$ cat config.mk
export PLATFORM = sky130hd
export DESIGN_NAME = lmpd_win
export DESIGN_NICKNAME = d
export VERILOG_FILES = /design/src/rtl/lmpd_pkg.sv /design/src/rtl/lmpd_win.sv
export SDC_FILE = /design/constraint.sdc
export NUM_CORES = 1
export LEC_CHECK = 0
export BUFFER_PORTS_ARGS = -buffer_cell sky130_fd_sc_hd__buf_2
export CORE_ASPECT_RATIO = 0.8
export CORE_UTILIZATION = 45
export DETAILED_ROUTE_END_ITERATION = 10
export GPL_ROUTABILITY_DRIVEN = 1
export SYNTH_ARGS = -nofsm -noshare
export SYNTH_HDL_FRONTEND = slang
export SYNTH_SLANG_ARGS = --single-unit
$ cat constraint.sdc
create_clock -name i_clk -period 2.57 [get_ports i_clk]
set_input_delay 0.257 -clock i_clk [delete_from_list [all_inputs] [get_ports i_clk]]
set_output_delay 0.257 -clock i_clk [all_outputs]
set_load 0.01 [all_outputs]
$ cat src/rtl/lmpd_pkg.sv
`timescale 1ns / 1ps
// ----------------------------------------------------------------------------
// lmpd_pkg: shared definitions for the 3x3 local maximum peak detector
// Widths, geometry limits, register indexes and the position record type.
// ----------------------------------------------------------------------------
package lmpd_pkg;

    localparam int MAX_WIDTH  = 2048;
    localparam int MAX_HEIGHT = 2048;

    localparam int PIX_W     = 8;
    localparam int COORD_W   = 11;
    localparam int DIM_W     = 12;
    localparam int ADDR_W    = $clog2(MAX_WIDTH);
    localparam int CFG_IDX_W = 1;

    localparam logic [CFG_IDX_W-1:0] CFG_FRAME_WIDTH  = 1'b0;
    localparam logic [CFG_IDX_W-1:0] CFG_FRAME_HEIGHT = 1'b1;

    localparam logic [DIM_W-1:0] DIM_MIN          = DIM_W'(3);
    localparam logic [DIM_W-1:0] WIDTH_RESET      = DIM_W'(640);
    localparam logic [DIM_W-1:0] HEIGHT_RESET     = DIM_W'(480);
    localparam logic [DIM_W-1:0] WIDTH_LIMIT      = DIM_W'(MAX_WIDTH);
    localparam logic [DIM_W-1:0] HEIGHT_LIMIT     = DIM_W'(MAX_HEIGHT);

    typedef struct packed {
        logic [COORD_W-1:0] col;
        logic [COORD_W-1:0] row;
    } t_pos;

    // Saturates a programmed dimension to the range the line stores support.
    function automatic logic [DIM_W-1:0] clamp_dim(input logic [DIM_W-1:0] v,
                                                    input logic [DIM_W-1:0] hi);
        logic [DIM_W-1:0] res;
        res = v;
        if (v < DIM_MIN) begin
            res = DIM_MIN;
        end else if (v > hi) begin
            res = hi;
        end
        return res;
    endfunction

endpackage

$ cat src/rtl/lmpd_win.sv
`timescale 1ns / 1ps
// ----------------------------------------------------------------------------
// lmpd_win: 3x3 window and local maximum test
// Shifts in one pixel column per load and tests the center against its ring.
// ----------------------------------------------------------------------------
module lmpd_win
    import lmpd_pkg::*;
(
    input  logic             i_clk,
    input  logic             i_rst_n,
    input  logic             i_load,
    input  logic [PIX_W-1:0] i_upper,
    input  logic [PIX_W-1:0] i_middle,
    input  logic [PIX_W-1:0] i_lower,
    output logic             o_peak,
    output logic [PIX_W-1:0] o_center
);

    // Index [column][row], column 0 is the oldest.
    logic [PIX_W-1:0] r_win [3][3];
    logic [PIX_W-1:0] n_win [3][3];
    logic             peak;

    always_comb begin
        for (int i = 0; i < 2; i++) begin
            for (int j = 0; j < 3; j++) begin
                n_win[i][j] = r_win[i+1][j];
            end
        end
        n_win[2][0] = i_upper;
        n_win[2][1] = i_middle;
        n_win[2][2] = i_lower;
    end

    always_ff @(posedge i_clk) begin
        if (!i_rst_n) begin
            for (int i = 0; i < 3; i++) begin
                for (int j = 0; j < 3; j++) begin
                    r_win[i][j] <= '0;
                end
            end
        end else if (i_load) begin
            r_win <= n_win;
        end
    end

    // Equal neighbors do not suppress the center; only a strictly larger one does.
    always_comb begin
        peak = (r_win[1][1] != '0);
        for (int i = 0; i < 3; i++) begin
            for (int j = 0; j < 3; j++) begin
                if (r_win[i][j] > r_win[1][1]) begin
                    peak = 1'b0;
                end
            end
        end
    end

    assign o_peak   = peak;
    assign o_center = r_win[1][1];

endmodule

==> reports/summary.txt <==
Status: complete, no violations
Slew headroom: 63.8%
DR vias/cell: 5.13
# clock sinks: 72
Io pins: 36
CP Class: reg -> out
Filler cells: 827
Die Y: 88.8 um
Leak: 2.17 nW
Yosys reg bits: 72
Routed WL per cell: 14.7 um
Worst Hold Slack: 176 ps
Final setup vio count: 0
Layout area overhead: 13.6%
Synth Area in Compound Gates: 8.24%
M1 GR Usage: 24.9%
Yosys top cell by area: dfxtp_1
Final wirelength: 8.45 mm
Synth top area cells: dfxtp_1 34%, ha_1 19%, mux2i_1 17%
Die W: 110 um
Final Hold Vio Count: 0
Synth cell types: 32
Port Buffer Count: 35
Antenna violations before repair: 0
Clk root buf: clkbuf_16
CTS max path bufs: 2
Max Freq: 406 MHz
Syn avg cell area: 9.95 um^2
Async S/R FF share, synth: 0%
Final min period: 2460 ps
Register area share after synthesis: 34.0%
Die Footprint: 9810 um^2
Clock skew: 7.80 ps
DRC violations left: 0
CTS tree: done
Row cnt: 31
Synth Net Count: 517
Maximum Capacitance Violations: 0
Maximum vdd drop: 0.000439 V
First-pass GRT wire length: 14.1 mm
Post-synthesis xor/xnor area fraction: 0%
Worst-Skew Late Latency: 340 ps
Crit share post-route: 95.9%
Worst Setup End Kind: primary output
Post-route ant nets: 0
Final Net Count: 548
P per Cell Area: 584 nW/um^2
Critical path startpoint category: flip-flop
Hold crit path type: in -> reg
Met2 Use GR: 28.7%
Proportion of layout cells with a drive suffix above 1: 16.7%
Largest net degree at the start of global routing: 33
Total GRT Usage: 18.6%
Vias: 2953
Final HPWL DP: 6.36 mm
Commonest register cell after synthesis: dfxtp_1
RD Place Congestion: 0.944
Worst-margin pin slew: 543 ps
Starting Density: 46.5%
Met3 usage: 5.34%
Post-Syn Area: 4240 um^2
Dpl ws: 318 ps
Arrival @ worst endpoint: 2210 ps
Core area: 9110 um^2
CTS buffer count: 9
Number of flops mapped to enable cells by yosys: 0
Congestion Overflow GR: 0
Synth Area in Adders: 18.9%
Vias in the first global route: 2843
Post-synthesis cell count: 426
Mux contribution to synthesized area: 17.0%
WP data required: 2310 ps
Main combinational cell family by area after synthesis: adder cells
Busiest grt layer: met2
RSZ-0062 raised after global routing: yes
Yosys top cell area share: 34.0%
Simple-Gate Fraction of Synth Area: 16.5%
CTS clk-pin slew, worst paths: 50 ps
TritonRoute pass-1 iters: 4
Pins Over Slew Limit: 0
Max H-tree Level: 3
Setup WS post-layout: 105 ps
DRT iter0 DRCs: 117
Diodes inserted: 0
Crit-path max FO: 6
YS warnings: 0
==> cell type report <==
cell class                      count  area (um^2)  area share [%]
Timing Repair Buffer               44          262            5.43
Multi-Input combinational cell    309         2590            53.9
Sequential cell                    72         1450            30.1
Clock inverter                      2         13.8           0.286
Tap cell                          115          144            2.99
Clock buffer                       13          270            5.61
Inverter                           21         82.6            1.72
==> repair_timing <==
| item | 4_1_cts | 5_1_grt |
|---|---|---|
| setup buffers | 0 | 3 |
| setup endpoints to repair | 1 | 1 |
| hold buffers | 0 | 0 |
| pin swaps | 0 | 1 |
| gates resized for setup | 1 | 15 |
==> placed cells by master, fill, tap and decap left out, types with 2 or more instances in the layout <==
cell and count:
o21a_1 2, a21oi_1 24, o21ai_1 5, buf_2 34, a31oi_1 2, inv_1 14, nor4_1 2, o21ai_0 7
dfxtp_1 67, a211o_1 2, nand2_1 12, ha_4 2, nand4_1 16, nor2b_1 79, dfxtp_2 5, buf_4 8
nor2_1 5, clkbuf_8 3, a21o_1 2, inv_2 6, nand3_1 2, o22ai_1 3, ha_1 62, mux2i_1 72
clkbuf_16 9
==> per-layer routing <==
metal	vias up	wire, um
li1	1562	-
met1	1349	4450
met2	33	3630
met3	9	274
met4	0	96
met5	-	0
==> report_power, final <==
part           total, mW  switching (mW)  internal, mW
combinational      0.437           0.225         0.212
clock               1.17           0.449         0.726
sequential          1.20          0.0402          1.16
==> cell usage after synthesis (all sizes together), types with 3 or more instances <==
cell type  count
a21oi         24
nand2         12
inv           21
dfxtp         72
ha            64
mux2i         72
nand4         16
nor2           5
nor2b         79
clkbuf         7
o22ai          3
buf           17
o21ai         13
==> through the flow <==
step                      TNS (ps)  cells  instance area (um^2)  utilization, %  power, mW
after floorplan                  0    426                  4240               -       1.55
after global placement           0    558                  4470            49.0       1.64
after detailed placement         0    558                  4470            49.0       1.65
after CTS                        0    573                  4750            52.1       2.83
after global routing         -12.1    576                  4810            52.8       2.95
final                            0    576                  4810            52.8       2.81
==> path summary, 6_finish.rpt <==
check	cells past startpoint	from	slack (ps)	endpoint
worst max-delay path	9	o_center[3]	110	o_peak
worst min register to register	2	r_win[57]	520	r_win[57]
worst min-delay path	3	i_upper[0]	180	n_win[40]
worst max register to register	2	o_center[0]	1780	r_win[56]
==> registers in the layout, summed over array words and instances, names as in the netlist <==
register / count
r_win: 24
o_center: 8
n_win: 40
==> worst max-delay path, cell delays in order, from the launching register on <==
cell	delay, ps
dfxtp_2	350
clkinvlp_4	90
buf_6	150
ha_4	250
a21oi_1	230
a31oi_1	130
a211oi_2	200
o2111ai_1	160
nor3_2	150
buf_2	160
==> logic make-up (layout without fill, tap and decap cells) <==
group	count (synthesis)	in the layout
buffers and inverters	45	80
and+or+nand+nor	118	118
adders and majority gates	64	64
DFF	72	72
muxes	72	72
AOI/OAI and AO/OA	55	55
Power figures use the tool's default switching activity.
