===== src/rtl/lmpd_pkg.sv =====
`timescale 1ns / 1ps
// ----------------------------------------------------------------------------
// lmpd_pkg: shared definitions for the 3x3 local maximum peak detector
// Widths, geometry limits, register indexes and the position record type.
// ----------------------------------------------------------------------------
package lmpd_pkg;

    localparam int MAX_WIDTH  = 2048;
    localparam int MAX_HEIGHT = 2048;

    localparam int PIX_W     = 8;
    localparam int COORD_W   = 11;
    localparam int DIM_W     = 12;
    localparam int ADDR_W    = $clog2(MAX_WIDTH);
    localparam int CFG_IDX_W = 1;

    localparam logic [CFG_IDX_W-1:0] CFG_FRAME_WIDTH  = 1'b0;
    localparam logic [CFG_IDX_W-1:0] CFG_FRAME_HEIGHT = 1'b1;

    localparam logic [DIM_W-1:0] DIM_MIN          = DIM_W'(3);
    localparam logic [DIM_W-1:0] WIDTH_RESET      = DIM_W'(640);
    localparam logic [DIM_W-1:0] HEIGHT_RESET     = DIM_W'(480);
    localparam logic [DIM_W-1:0] WIDTH_LIMIT      = DIM_W'(MAX_WIDTH);
    localparam logic [DIM_W-1:0] HEIGHT_LIMIT     = DIM_W'(MAX_HEIGHT);

    typedef struct packed {
        logic [COORD_W-1:0] col;
        logic [COORD_W-1:0] row;
    } t_pos;

    // Saturates a programmed dimension to the range the line stores support.
    function automatic logic [DIM_W-1:0] clamp_dim(input logic [DIM_W-1:0] v,
                                                    input logic [DIM_W-1:0] hi);
        logic [DIM_W-1:0] res;
        res = v;
        if (v < DIM_MIN) begin
            res = DIM_MIN;
        end else if (v > hi) begin
            res = hi;
        end
        return res;
    endfunction

endpackage


===== src/rtl/lmpd_pos.sv =====
`timescale 1ns / 1ps
// ----------------------------------------------------------------------------
// lmpd_pos: raster position tracker
// Resolves the column and row of the incoming pixel and advances on accept.
// ----------------------------------------------------------------------------
module lmpd_pos
    import lmpd_pkg::*;
(
    input  logic             i_clk,
    input  logic             i_rst_n,
    input  logic             i_accept,
    input  logic             i_sof,
    input  logic [DIM_W-1:0] i_width,
    input  logic [DIM_W-1:0] i_height,
    output t_pos             o_pos
);

    logic [COORD_W-1:0] r_col;
    logic [COORD_W-1:0] r_row;
    logic [COORD_W-1:0] n_col;
    logic [COORD_W-1:0] n_row;
    logic [DIM_W-1:0]   cur_col;
    logic [DIM_W-1:0]   cur_row;
    logic [DIM_W-1:0]   nxt_col;
    logic [DIM_W-1:0]   nxt_row;

    always_comb begin
        cur_col = {1'b0, r_col};
        cur_row = {1'b0, r_row};
        if (i_sof) begin
            cur_col = '0;
            cur_row = '0;
        end
        // A shrunk geometry can leave the stored position outside the frame.
        if (cur_col >= i_width) begin
            cur_col = '0;
            cur_row = cur_row + DIM_W'(1);
        end
        if (cur_row >= i_height) begin
            cur_row = '0;
        end

        nxt_col = cur_col + DIM_W'(1);
        nxt_row = cur_row;
        if (nxt_col >= i_width) begin
            nxt_col = '0;
            nxt_row = cur_row + DIM_W'(1);
        end
        if (nxt_row >= i_height) begin
            nxt_row = '0;
        end

        n_col = r_col;
        n_row = r_row;
        if (i_accept) begin
            n_col = nxt_col[COORD_W-1:0];
            n_row = nxt_row[COORD_W-1:0];
        end

        o_pos.col = cur_col[COORD_W-1:0];
        o_pos.row = cur_row[COORD_W-1:0];
    end

    always_ff @(posedge i_clk) begin
        if (!i_rst_n) begin
            r_col <= '0;
            r_row <= '0;
        end else begin
            r_col <= n_col;
            r_row <= n_row;
        end
    end

endmodule


===== config.mk =====
export PLATFORM = sky130hd
export DESIGN_NAME = lmpd_pos
export DESIGN_NICKNAME = d
export VERILOG_FILES = /design/src/rtl/lmpd_pkg.sv /design/src/rtl/lmpd_pos.sv
export SDC_FILE = /design/constraint.sdc
export NUM_CORES = 1
export LEC_CHECK = 0
export BUFFER_PORTS_ARGS = -buffer_cell sky130_fd_sc_hd__clkbuf_2
export CAP_MARGIN = 20
export CORE_MARGIN = 8
export CORE_UTILIZATION = 45
export DETAILED_ROUTE_END_ITERATION = 12
export PLACE_DENSITY = 0.66
export SLEW_MARGIN = 20
export SYNTH_ARGS = -nofsm -noshare
export SYNTH_HDL_FRONTEND = slang
export SYNTH_SLANG_ARGS = --single-unit

===== constraint.sdc =====
create_clock -name i_clk -period 12.9 [get_ports i_clk]
set_clock_uncertainty 0.1 [all_clocks]
set_input_delay 1.935 -clock i_clk [delete_from_list [all_inputs] [get_ports i_clk]]
set_output_delay 1.935 -clock i_clk [all_outputs]
set_load 0.01 [all_outputs]

==> results.py <==
metrics = {
    "run_status": {
        "status": "finished, final reports clean",
    },
    "placed_design": {
        "portBuffers": 49,
        "gp_congestion": 0.9147,
        "hpwl_mm": 7.005,
        "place_inst": 521,
    },
    "finish": {
        "final_common_cell": "nor2_1",
        "diodes": 0,
        "final_cell_mix": "56 x nor2_1, 49 x ha_1, 49 x clkbuf_2",
        "syn2layout_area_growth_pct": 11.49,
        "fillCellCount": 677,
        "final_nets": 523,
        "layout-drive-gt1-share": 0.1528,
        "stdcell_count": 525,
    },
    "timing": {
        "fin_crit_sh": 0.7358,
        "finalCriticalPeriod_ns": 9.492,
        "worst_pin_slew_ns": 0.8010,
        "fmax_mhz": 105.4,
        "maxSlewHeadroom": 0.4656,
        "rsz0062_at_grt": "false",
        "finalSetupTns_ns": 0,
        "setup_violations": 0,
        "finalMaxSlewViolations": 0,
        "hold_viol_final": 0,
    },
    "floorplan": {
        "initial_utilization": 0.4596,
        "die_w_um": 98.60,
        "die_area_sq_mm": 0.009722,
        "die_height_um": 98.60,
        "num_rows": 30,
        "core_area_sq_mm": 0.006681,
        "pin_count": 50,
    },
    "drt": {
        "first_pass_iters": 4,
        "drtAntennaViolNets": 0,
        "vias": 2976,
        "drtIter0Drc": 179,
        "wl_per_cell_um": 15.97,
        "viasPerCell": 5.669,
        "drc": 0,
        "drt-total-wl_mm": 8.383,
    },
    "hold_path": {
        "min_path_cells": 2,
        "whs_endpoint": "r_row[7]$_SDFFE_PN0P_",
        "min_from": "r_row[7]$_SDFFE_PN0P_",
        "hp-class": "reg -> reg",
    },
    "critical_path": {
        "crit_arrival_ns": 9.58,
        "cp_slowest_cell": "or3_1",
        "required_ns": 12.99,
        "critPathKind": "in -> reg",
        "critPathMaxFanout": 36,
        "rr_worst_depth": 29,
        "ff2ff_setup_slack_ns": 5.18,
        "startpoint_type": "input port",
        "rr_endpoint": "r_row[10]$_SDFFE_PN0P_",
        "end_kind": "register",
        "r2r-start": "r_col[5]$_SDFFE_PN0P_",
        "critPathMaxStageDelay_ns": 0.53,
    },
    "logic_synthesis": {
        "ys.flop_type": "dfxtp_1",
        "synth.avg_cell_area_sq_um": 7.526,
        "syn_area_sq_mm": 0.003070,
        "synth.distinct_cells": 64,
        "synth_seq_area_share": 0.1434,
        "synth_edf_count": 0,
        "netlist_instances": 408,
        "yosys_warnings": 0,
        "synth_nets": 485,
        "ys_ff_latch": 22,
        "async_flop_share": 0,
    },
    "power_and_ir_drop": {
        "switchingPower_uw": 43.30,
        "irDropWorstVdd_uv": 35.37,
        "swShare": 0.2635,
        "clkPwrFrac": 0.406,
        "p_int_uw": 121.0,
        "p_seq_frac": 0.417,
        "p_leak_nw": 1.723,
        "powerDensity_mw_per_mm2": 48.00,
        "comb_power_share": 0.177,
    },
    "global_route": {
        "grtUsageTotal": 0.1704,
        "grt_antenna_before_repair": 0,
        "grt_first_pass_wirelength_mm": 13.88,
        "grt-ovfl-total": 0,
        "first_global_vias": 2878,
        "grt_max_degree": 37,
    },
    "clocking": {
        "cts_resized": 0,
        "cts.sinks": 22,
        "clkTransAtPathRegs_ns": 0.09,
        "hold_buffers": 0,
        "clock_latency_ns": 0.27,
        "tritoncts": "yes",
        "cts_max_path_buffers": 2,
        "htreeDepth": 1,
        "cts-root-buf": "clkbuf_8",
        "cts_buffers": 3,
        "post_cts_buffers": 0,
    },
    "flow_run": {
        "drv_cap": 0,
    },
}
[synthesized netlist by cell type, types with 3 or more instances]
cell type | n | area [sq um]
inv_1 | 33 | 123.9
nand4_1 | 5 | 31.28
nand2b_1 | 8 | 50.05
and4b_1 | 4 | 40.04
xor2_1 | 8 | 70.07
ha_1 | 49 | 613.1
o21ai_1 | 8 | 40.04
nor3b_1 | 4 | 30.03
o31ai_1 | 3 | 22.52
clkbuf_1 | 14 | 52.55
a22o_1 | 7 | 61.31
a211oi_1 | 5 | 37.54
nand2_1 | 24 | 90.09
o21a_1 | 6 | 45.04
o211ai_1 | 4 | 30.03
a21o_1 | 3 | 22.52
a21oi_1 | 16 | 80.08
mux2i_1 | 3 | 30.03
dfxtp_1 | 22 | 440.4
nor2b_1 | 13 | 81.33
nor3_1 | 12 | 60.06
and2_1 | 7 | 43.79
nor2_1 | 56 | 210.2
nor4_1 | 6 | 37.54
xnor2_1 | 19 | 166.4
o21ai_0 | 8 | 40.04
and3_1 | 10 | 62.56
nand3_1 | 7 | 35.03
[routing by layer]
| metal | routed length [um] | global-route usage | vias to the layer above |
|---|---|---|---|
| met5 | 0 | 0 | - |
| met4 | 198 | 0.06375 | 0 |
| met2 | 3910 | 0.2899 | 90 |
| li1 | - | - | 1524 |
| met3 | 452 | 0.02255 | 12 |
| met1 | 3822 | 0.2127 | 1350 |
[logic make-up (layout without fill, tap and decap cells)]
group | after synthesis | count (layout) | synth area share
simple gates | 173 | 173 | 0.3003
compound gates | 80 | 80 | 0.1940
flops | 22 | 22 | 0.1434
buf+inv | 51 | 88 | 0.06357
fa+ha+maj | 49 | 49 | 0.1997
xor+xnor | 27 | 27 | 0.07702
mux | 6 | 6 | 0.02200
[critical path: cells and delay by family]
| kind | cells | cell delay (ns) |
|---|---|---|
| AND/OR/NAND/NOR | 16 | 4.27 |
| AO/OA/AOI/OAI | 7 | 1.53 |
| adder cells (fa/ha/maj) | 4 | 0.99 |
| buffers and inverters | 1 | 0.40 |
| multiplexers | 1 | 0.28 |
| XOR/XNOR | 1 | 0.15 |
[state kept, by name, summed over array words and instances (netlist names)]
| name | count |
|---|---|
| r_row | 11 |
| r_col | 11 |
[through the flow]
stage	power [mW]	utilization	worst slack, ns	hold slack (ns)	cell area (sq um)
finish	0.1643	0.5124	3.408	0.3811	3423
global route	0.1710	0.5124	2.734	0.4270	3423
CTS	0.1646	0.5124	3.442	0.3828	3423
detailed placement	0.09930	0.5017	3.206	0.3702	3352
global placement	0.09854	0.5017	3.396	0.3600	3352
floorplan	0.08876	-	3.503	0.3407	3070
[power groups by stage]
stage,sequential [mW],clock (mW),combinational [mW]
after floorplan,0.0700,0,0.0188
after global placement,0.0701,0,0.0284
after detailed placement,0.0701,0,0.0292
after CTS,0.0685,0.0668,0.0293
after global routing,0.0686,0.0698,0.0326
final,0.0685,0.0667,0.0291
[layout make-up]
class                           count  area, sq um  area share
Clock buffer                        3        41.29     0.01206
Sequential cell                    22        440.4      0.1287
Timing Repair Buffer               49        245.2     0.07164
Tap cell                           80        100.1     0.02924
Inverter                           35        131.4     0.03838
Multi-Input combinational cell    335         2435      0.7113
Clock inverter                      1        30.03    0.008772
[worst max path at each step]
| stage | start | endpoint | slack, ns | cells past startpoint |
|---|---|---|---|---|
| after floorplan | i_sof | r_row[10]$_SDFFE_PN0P_ | 3.50 | 35 |
| after global placement | i_sof | r_row[10]$_SDFFE_PN0P_ | 3.40 | 30 |
| after global routing | i_sof | r_row[10]$_SDFFE_PN0P_ | 2.73 | 30 |
| final | i_sof | r_row[10]$_SDFFE_PN0P_ | 3.41 | 30 |
| after detailed placement | i_sof | r_row[10]$_SDFFE_PN0P_ | 3.21 | 30 |
| after CTS | i_sof | r_row[10]$_SDFFE_PN0P_ | 3.44 | 30 |
No activity file was read; power rests on OpenSTA's default activity.
